`config.mk`:
```
export PLATFORM = sky130hd
export DESIGN_NAME = length_prefixed_frame_checker_core_flat
export DESIGN_NICKNAME = d
export VERILOG_FILES = /design/src/hdl/lpfc_pkg.sv /design/src/hdl/lpfc_if.sv /design/src/hdl/lpfc_step.sv /design/src/hdl/length_prefixed_frame_checker_core.sv /design/src/flat_wrapper.sv
export SDC_FILE = /design/constraint.sdc
export NUM_CORES = 1
export LEC_CHECK = 0
export ABC_AREA = 1
export BUFFER_PORTS_ARGS = -buffer_cell sky130_fd_sc_hd__buf_4
export CORE_MARGIN = 3
export CORE_UTILIZATION = 30
export CTS_CLUSTER_SIZE = 8
export DETAILED_ROUTE_END_ITERATION = 7
export GPL_ROUTABILITY_DRIVEN = 0
export PLACE_DENSITY = 0.48
export SYNTH_ARGS = -nofsm -noshare
export SYNTH_HDL_FRONTEND = slang
export SYNTH_HIERARCHICAL = 1
export SYNTH_SLANG_ARGS = --single-unit
```
`constraint.sdc`:
```
create_clock -name clk -period 4.8 [get_ports clk]
set_input_delay 0.48 -clock clk [delete_from_list [all_inputs] [get_ports clk]]
set_output_delay 0.48 -clock clk [all_outputs]
set_load 0.02 [all_outputs]
```
`src/hdl/lpfc_pkg.sv`:
```
// Shared types and constants for the length-prefixed frame checker.
package lpfc_pkg;

  // Item kinds on the input channel
  typedef enum logic {
    MODE_BYTE = 1'b0,
    MODE_TICK = 1'b1
  } mode_t;

  // Frame outcome codes
  typedef enum logic [1:0] {
    ST_OK      = 2'd0,
    ST_NO_DATA = 2'd1,
    ST_TIMEOUT = 2'd2,
    ST_BAD_SUM = 2'd3
  } status_t;

  localparam logic [7:0]  TICKS_PER_BYTE_RESET = 8'd16;
  localparam logic [7:0]  EMPTY_LENGTH         = 8'h00;
  localparam logic [7:0]  SINGLE_LENGTH        = 8'h01;
  localparam logic [15:0] TICK_COUNT_MAX       = 16'hFFFF;

  // Frame tracking state
  typedef struct packed {
    logic        receiving;
    logic [7:0]  expected_length;
    logic [7:0]  bytes_seen;
    logic [7:0]  running_sum;
    logic [15:0] tick_count;
    logic [15:0] time_limit;
  } frame_state_t;

  // Outcome of one word
  typedef struct packed {
    logic       emit;
    status_t    status;
    logic [7:0] frame_length;
  } frame_result_t;

endpackage

```
`src/hdl/lpfc_if.sv`:
```
// Valid/ready channel interfaces for input words and frame results.
interface lpfc_item_if;
  logic       valid;
  logic       ready;
  logic       mode;
  logic [7:0] byte_value;

  modport source (output valid, output mode, output byte_value, input ready);
  modport sink (input valid, input mode, input byte_value, output ready);
endinterface

interface lpfc_result_if;
  logic       valid;
  logic       ready;
  logic [1:0] status;
  logic [7:0] frame_length;

  modport source (output valid, output status, output frame_length, input ready);
  modport sink (input valid, input status, input frame_length, output ready);
endinterface

```
`src/hdl/lpfc_step.sv`:
```
// Next-state and outcome logic for one input word of the frame checker.
module lpfc_step
  import lpfc_pkg::*;
(
  input  frame_state_t  state,
  input  logic          mode,
  input  logic [7:0]    byte_value,
  input  logic [7:0]    ticks_per_byte,
  output frame_state_t  state_next,
  output frame_result_t result
);

  logic [15:0] tick_inc;
  logic [7:0]  seen_inc;

  // Saturating tick count and next byte count for the open frame
  assign tick_inc = (state.tick_count != TICK_COUNT_MAX) ?
                    state.tick_count + 16'd1 : state.tick_count;
  assign seen_inc = state.bytes_seen + 8'd1;

  always_comb begin
    state_next          = state;
    result.emit         = 1'b0;
    result.status       = ST_OK;
    result.frame_length = state.expected_length;

    if (mode_t'(mode) == MODE_TICK) begin
      // Count ticks while a frame is open; end it past the limit
      if (state.receiving) begin
        state_next.tick_count = tick_inc;
        if (tick_inc > state.time_limit) begin
          result.emit          = 1'b1;
          result.status        = ST_TIMEOUT;
          state_next.receiving = 1'b0;
        end
      end
    end else if (!state.receiving) begin
      // Length word: zero reports no data, one a bad sum, else it opens a frame
      if (byte_value == EMPTY_LENGTH) begin
        result.emit         = 1'b1;
        result.status       = ST_NO_DATA;
        result.frame_length = EMPTY_LENGTH;
      end else begin
        state_next.expected_length = byte_value;
        state_next.bytes_seen      = 8'd1;
        state_next.running_sum     = byte_value;
        state_next.tick_count      = 16'd0;
        state_next.time_limit      = 16'(ticks_per_byte) * 16'(byte_value);
        if (byte_value == SINGLE_LENGTH) begin
          result.emit         = 1'b1;
          result.status       = ST_BAD_SUM;
          result.frame_length = SINGLE_LENGTH;
        end else begin
          state_next.receiving = 1'b1;
        end
      end
    end else begin
      // Accumulate body words; check the last one against the sum
      state_next.bytes_seen = seen_inc;
      if (seen_inc >= state.expected_length) begin
        result.emit          = 1'b1;
        result.status        = (state.running_sum == byte_value) ? ST_OK : ST_BAD_SUM;
        state_next.receiving = 1'b0;
      end else begin
        state_next.running_sum = state.running_sum + byte_value;
      end
    end
  end

endmodule

```
`src/hdl/length_prefixed_frame_checker_core.sv`:
```
// Top level of the length-prefixed frame checker with additive checksum.
// Takes one word per clock while ready (a received byte or a timer tick) and
// yields at most one frame result per word, registered in the cycle after the
// word is accepted. The frame state is updated in the cycle a word is taken,
// and the result lands in a single output register; the item channel is
// ready whenever that register is empty or is being read in the same cycle,
// so with a ready consumer the sustained rate is one word per cycle.
// ticks_per_byte resets to 16 and applies from the next frame that opens.
module length_prefixed_frame_checker_core
  import lpfc_pkg::*;
(
  input  logic          clk,
  input  logic          rst,
  lpfc_item_if.sink     item,
  lpfc_result_if.source result,
  input  logic          cfg_write_en,
  input  logic [7:0]    cfg_write_data
);

  frame_state_t  state;
  frame_state_t  state_next;
  frame_result_t step_result;
  logic [7:0]    ticks_per_byte;
  logic          out_valid;
  status_t       out_status;
  logic [7:0]    out_length;
  logic          item_take;
  logic          res_load;

  // Take a word whenever the result register is free or draining
  assign item.ready = !out_valid || result.ready;
  assign item_take  = item.valid && item.ready;
  assign res_load   = item_take && step_result.emit;

  lpfc_step u_step (
    .state          (state),
    .mode           (item.mode),
    .byte_value     (item.byte_value),
    .ticks_per_byte (ticks_per_byte),
    .state_next     (state_next),
    .result         (step_result)
  );

  // Configuration register
  always_ff @(posedge clk) begin
    if (rst) begin
      ticks_per_byte <= TICKS_PER_BYTE_RESET;
    end else if (cfg_write_en) begin
      ticks_per_byte <= cfg_write_data;
    end
  end

  // Advance frame state on each accepted word
  always_ff @(posedge clk) begin
    if (rst) begin
      state <= '0;
    end else if (item_take) begin
      state <= state_next;
    end
  end

  // Result register: load a new outcome, drop it once taken
  always_ff @(posedge clk) begin
    if (rst) begin
      out_valid <= 1'b0;
    end else if (res_load) begin
      out_valid <= 1'b1;
    end else if (result.ready) begin
      out_valid <= 1'b0;
    end
  end

  always_ff @(posedge clk) begin
    if (res_load) begin
      out_status <= step_result.status;
      out_length <= step_result.frame_length;
    end
  end

  assign result.valid        = out_valid;
  assign result.status       = out_status;
  assign result.frame_length = out_length;

`ifndef SYNTH
  // An open frame always expects a length byte and a checksum byte
  a_open_len: assert property (@(posedge clk) disable iff (rst)
    state.receiving |-> state.expected_length >= 8'd2)
    else $error("open frame with length below two");

  // The byte count never reaches the length while the frame is open
  a_open_count: assert property (@(posedge clk) disable iff (rst)
    state.receiving |-> state.bytes_seen < state.expected_length)
    else $error("open frame has seen all its bytes");

  // An open frame never sits past its time limit
  a_open_time: assert property (@(posedge clk) disable iff (rst)
    state.receiving |-> state.tick_count <= state.time_limit)
    else $error("open frame past its time limit");

  // A zero length byte while idle reports no data on the next cycle
  a_no_data: assert property (@(posedge clk) disable iff (rst)
    (item_take && !item.mode && !state.receiving && item.byte_value == EMPTY_LENGTH)
    |=> (result.valid && result.status == ST_NO_DATA &&
         result.frame_length == EMPTY_LENGTH))
    else $error("zero length byte did not report no data");
`endif

endmodule

```
`src/flat_wrapper.sv`:
```
// flat-port wrapper written by rule: the top's interface ports become plain ports
module length_prefixed_frame_checker_core_flat import lpfc_pkg::*;
  (clk, rst, cfg_write_en, cfg_write_data, item_valid, item_mode, item_byte_value, item_ready, result_valid, result_status, result_frame_length, result_ready);
  lpfc_item_if item_i ();
  lpfc_result_if result_i ();
  input  logic clk;
  input  logic rst;
  input  logic cfg_write_en;
  input  logic [7:0] cfg_write_data;
  input wire logic [$bits(item_i.valid)-1:0] item_valid;
  input wire logic [$bits(item_i.mode)-1:0] item_mode;
  input wire logic [$bits(item_i.byte_value)-1:0] item_byte_value;
  output wire logic [$bits(item_i.ready)-1:0] item_ready;
  output wire logic [$bits(result_i.valid)-1:0] result_valid;
  output wire logic [$bits(result_i.status)-1:0] result_status;
  output wire logic [$bits(result_i.frame_length)-1:0] result_frame_length;
  input wire logic [$bits(result_i.ready)-1:0] result_ready;
  assign item_i.valid = item_valid;
  assign item_i.mode = item_mode;
  assign item_i.byte_value = item_byte_value;
  assign item_ready = item_i.ready;
  assign result_valid = result_i.valid;
  assign result_status = result_i.status;
  assign result_frame_length = result_i.frame_length;
  assign result_i.ready = result_ready;
  length_prefixed_frame_checker_core u_core (.clk(clk), .rst(rst), .item(item_i), .result(result_i), .cfg_write_en(cfg_write_en), .cfg_write_data(cfg_write_data));
endmodule
```
Word level (Yosys, flattened, before mapping)
Cells that the tools add are included.
Cells by class
  bitwise gates (word level): 3
  eq/ne operators: 8
  $lt $le $gt $ge: 2
  muxes and demuxes: 25
  $add $sub $neg: 3
  $mul: 1
  reductions and logical operators: 10
Operators by type and width (count)
  16-bit 2-to-1 mux: 4
  57-bit 2-to-1 mux: 1
  32-bit 2-to-1 mux: 1
  8-bit 2-to-1 mux: 3
  11-bit 2-to-1 mux: 2
  16-bit by 1-bit adder with 16-bit output (second input constant): 1
  16-bit > comparator: 1
  8-bit by 8-bit multiplier with 16-bit output: 1
  16-bit != test (second input constant): 1
  3-bit 2-to-1 mux: 5
  4-bit AND reduction: 3
  8-bit by 1-bit adder with 8-bit output (second input constant): 1
  8-bit adder: 1
  8-bit by 1-bit == test with 1-bit output (second input constant): 1
  8-bit == test: 1
  8-bit greater-or-equal comparator: 1
  8-bit logical NOT: 1
  1-bit 2-to-1 mux: 8
  2-bit != test (second input constant): 3
  2-bit by 1-bit != test with 1-bit output (second input constant): 2
  1-bit inverter: 3
  3-bit AND reduction: 1
  1-bit logical AND: 2
  2-bit 2-to-1 mux: 1
  3 further kinds: 3
Storage, ports and cells
  input port bits: 22
  bits in registers: 76

Depth between registers and ports, before layout
  depth after elaboration: 8
  depth in mapped cells: 24
  mapped depth without buffers: 23

Modules after synthesis
The synthesis kept the hierarchy.
Modules (own cells, without submodules)
  lpfc_step: times used 1, cells each 854, area each 4952.2 um^2
  length_prefixed_frame_checker_core: times used 1, cells each 428, area each 3280.6 um^2

Least setup slack after synthesis
Ideal clock, no wire load.
  path type: input port to flip-flop
  start: in item_byte_value[7]
  end: reg, netlist name u_core/state[11]
  setup slack: 0.410 ns
  buffers on the path: 1
  stages on the path: 21
  required time: 4.685 ns
  setup time: 0.115 ns
  arrival: 4.275 ns
  path through: clkbuf_1 nand2_1 fa_1 fa_1 inv_1 fa_1 inv_1 fa_1 inv_1 ha_1 nand2_1 inv_1 nand3_1 nand2_1 or2_2 nand3_1 o21ai_0 inv_1 nand3_1 nand2_1 nor2_1
Between the ends
  word-level cells in the longest chain between the ends: 3
Ends and longest elaborated chain
  from (decl): line flat_wrapper.sv:12  | input wire logic [$bits(item_i.byte_value)-1:0] item_byte_value;
  branches (longest 3 deep; another with 8-bit by 8-bit multiplier with 16-bit output)
Several ways; the timed one is not identified.
A chain may end at the register's enable or synchronous reset.

Worst setup path in the final report
  start: reg u_core.ticks_per_byte[2]
  end: reg, netlist name u_core/state[11]
Between the ends
  word-level cells in the longest chain between the ends: 1
Ends and longest elaborated chain
  from (decl): line length_prefixed_frame_checker_core.sv:23  | logic [7:0] ticks_per_byte;
  from (signal assigned): line length_prefixed_frame_checker_core.sv:49  | ticks_per_byte <= cfg_write_data;
  8-bit by 8-bit multiplier with 16-bit output: line lpfc_step.sv:48  | state_next.time_limit = 16'(ticks_per_byte) * 16'(byte_value);
No other way between the ends.

==> flow_summary.yaml <==
global_routing:
  grtUsageTotal_pct: 15.5
  antenna_found_initial: 0
  gr-total-overflow: 0
  grt_max_degree: 66
  grt_pass1_wl_mm: 37.1
  grt_pass1_vias: 7504
drt:
  wl_per_cell_um: 13.5
  drc: 0
  drt-total-wl_mm: 21.8
  via_per_inst: 4.69
  drt_iter0_drc: 372
  final_antenna_net_count: 0
  drt-pass1-iter-count: 5
  vias: 7596
worst_hold_path:
  min-delay-start: "cfg_write_data[4]"
  hold_class: "input port to flop"
  hold_path_end: "u_core/ticks_per_byte[4]$_SDFFE_PP1P_"
  hold_path_depth: 3
clock_tree:
  clockRootBuffer: "clkbuf_16"
  clk_pin_slew_worst_paths_ns: 0.06
  clk_latency_ns: 0.35
  cts_tree: "yes"
  cts_sinks: 76
  cts_max_path_buffers: 2
  post_cts_buffers: 0
  cts_buffers: 9
  hold_buffers: 0
  htreeDepth: 3
placement:
  placed_cells: 1604
  io_buffers: 33
  place_hpwl_mm: 16.1
  dpl_worst_slack_ns: 0.178
  dpl_cell_area_mm2: 0.00863
synth:
  synth_edf_count: 10
  synth_compound_area_share_pct: 12.3
  syn_avg_cell_area_um2: 6.42
  synth_adder_area_share_pct: 19.5
  ys_warn_count: 6
  synth_top_family_by_area: "simple AND/OR/NAND/NOR gates"
  async_flop_share_pct: 0
  synthSimpleGateAreaFrac_pct: 29.7
  synth-main-ff-cell: "dfxtp_1"
  syn_inst: 1282
  syn_area_mm2: 0.00823
  synth_fp_nets: 1410
  synth-seq-cells: 76
  seq_area_frac_synth_pct: 19.7
  muxShareOfSynthArea_pct: 0
  synth-xor-area-share_pct: 2.77
  synth_cell_types: 42
sta:
  clock-skew-final_ns: 0.0109
  relSlewSlack_pct: 31.7
  tightest_slew_ns: 1.02
  period_needed_ns: 4.48
  period_share_pct: 93.4
  finalHoldViolCount: 0
  slew_violations: 0
  setup-violations-final: 0
  finalSetupTns_ns: 0
  fin_ws_ns: 0.319
  rsz0062_at_grt: "no"
  clock.fmax_ghz: 0.223
final_layout:
  nNetsFinal: 1402
  areaGrowthSynthToFinish_pct: 8.54
  layout-drive-gt1-share_pct: 8.21
  final_cell_mix: "nand2_1 (293), inv_1 (252), nor2_1 (125), nand3_1 (117), a21oi_1 (88)"
  final_common_cell: "nand2_1"
  stdcell_count: 1620
  antenna_cells: 0
  design_area_mm2: 0.00894
  n_fill_cell: 2971
die:
  core_area_mm2: 0.0270
  start_util_pct: 30.5
  dieArea_mm2: 0.0295
  die-height_um: 172
  ios: 34
  rows: 60
  die_x_um: 172
job:
  cap_violations: 0
pwr:
  power.density_mw_per_mm2: 273
  switching_share_pct: 39.8
  sequentialPowerShare_pct: 30.8
  p_comb_share_pct: 39.9
  switchingPower_w: 0.000972
  p_clk_share_pct: 29.4
  leakage_nw: 4.82
  p_int_w: 0.00147
  ir_drop_mv: 0.181
setup_path:
  worst_ep_arrival_time_ns: 4.72
  worstPathRequired_ns: 5.04
  startpoint_type: "flop"
  r2r_cells: 20
  r2r_slack_ns: 0.32
  worstPathMaxFanout: 9
  path_class: "flop to flop"
  endpoint_kind: "flop"
  reg2reg_to: "u_core/state[11]$_SDFFE_PP0P_"
  r2r-start: "u_core/ticks_per_byte[2]$_SDFFE_PP0P_"
run_status:
  outcome: "finished, final reports clean"
## critical path, cell delays in order, from the launching register on
cell and delay, ns:
dfxtp_1 0.56, nand2_1 0.09, inv_1 0.08, fa_1 0.44, fa_1 0.52, fa_1 0.54, inv_1 0.05, fa_1 0.53
inv_1 0.04, ha_1 0.33, a21oi_1 0.26, o21ai_0 0.15, inv_1 0.08, nand2_1 0.06, or2_2 0.26, nand3_1 0.06
o21ai_0 0.07, inv_1 0.05, nand3_1 0.06, nand2_1 0.09, nor2_1 0.04
## metal layers
layer,track usage (%),vias up,wire length [um]
li1,-,3962,-
met1,20.8,3516,10900
met2,25.9,92,9960
met3,2.44,26,598
met4,4.20,0,386
met5,0,-,0
## power by group through the flow
stage	combinational [W]	clock, W	sequential [W]
after floorplan	0.000768	0	0.000750
after global placement	0.000980	0	0.000765
after detailed placement	0.000984	0	0.000765
after CTS	0.000989	0.000747	0.000751
after global routing	0.00115	0.000772	0.000759
final	0.000974	0.000717	0.000751
## what timing repair did
item,CTS,global route
endpoints found under the hold margin,0,0
resized for setup,0,1
setup endpoints to repair,0,1
## registers in the layout (all words and copies together) (netlist names)
name                        cells
u_core/state                   57
u_core/result.valid             1
u_core/ticks_per_byte           8
u_core/result.frame_length      8
u_core/result.status            2
## cells in the mapped netlist (all sizes together), types with 2 or more instances
master / n / share of area (%)
o21bai: 3 / 0.27
o32ai: 2 / 0.21
xor2: 18 / 1.9
a22o: 2 / 0.21
xnor2: 8 / 0.85
nand3b: 2 / 0.18
inv: 257 / 12
nand4: 11 / 0.84
a21o: 2 / 0.18
fa: 37 / 9.0
or2: 7 / 0.53
clkbuf: 23 / 1.0
nand3: 119 / 7.4
o21ai: 54 / 3.3
nor4: 2 / 0.15
a31oi: 3 / 0.23
o22ai: 2 / 0.15
nand2: 299 / 14
nor2: 128 / 6.0
dfxtp: 66 / 16
a21oi: 109 / 7.6
nor3: 7 / 0.56
ha: 69 / 10
buf: 40 / 3.3
edfxtp: 10 / 3.6
## worst max-delay path by stage
stage	start	endpoint	slack (ns)	depth (start not counted)
4_1_cts	u_core/ticks_per_byte[2]$_SDFFE_PP0P_	u_core/state[11]$_SDFFE_PP0P_	0.31	20
3_3_place_gp	item_byte_value[4]	u_core/state[9]$_SDFFE_PP0P_	0.19	19
2_1_floorplan	item_byte_value[7]	u_core/state[11]$_SDFFE_PP0P_	0.41	21
3_5_place_dp	item_byte_value[4]	u_core/state[9]$_SDFFE_PP0P_	0.18	19
6_report	u_core/ticks_per_byte[2]$_SDFFE_PP0P_	u_core/state[11]$_SDFFE_PP0P_	0.32	20
5_1_grt	u_core/ticks_per_byte[1]$_SDFFE_PP0P_	u_core/state[12]$_SDFFE_PP0P_	0.01	20
## per-stage QoR
step | utilization (%) | hold WS [ns] | power, W
after floorplan | - | 0.427 | 0.00152
after global placement | 32.0 | 0.463 | 0.00175
after detailed placement | 32.0 | 0.468 | 0.00175
after CTS | 33.2 | 0.338 | 0.00249
after global routing | 33.2 | 0.348 | 0.00269
final | 33.2 | 0.350 | 0.00244
## cell families (layout without fill, tap and decap cells)
group	count (synthesis)	after routing
and+or+nand+nor	575	575
adders and majority gates	106	106
buffers and inverters	320	317
xor gates and xnor gates	26	26
AOI/OAI and AO/OA	179	179
DFF	76	76
## area by class of cell
class | count | area (um^2) | share of cell area, %
Clock buffer | 9 | 225 | 2.52
Clock inverter | 7 | 76.3 | 0.854
Inverter | 257 | 965 | 10.8
Multi-Input combinational cell | 886 | 5290 | 59.2
Sequential cell | 76 | 1620 | 18.2
Tap cell | 341 | 427 | 4.77
Timing Repair Buffer | 44 | 330 | 3.70
Power figures use the tool's default switching activity.
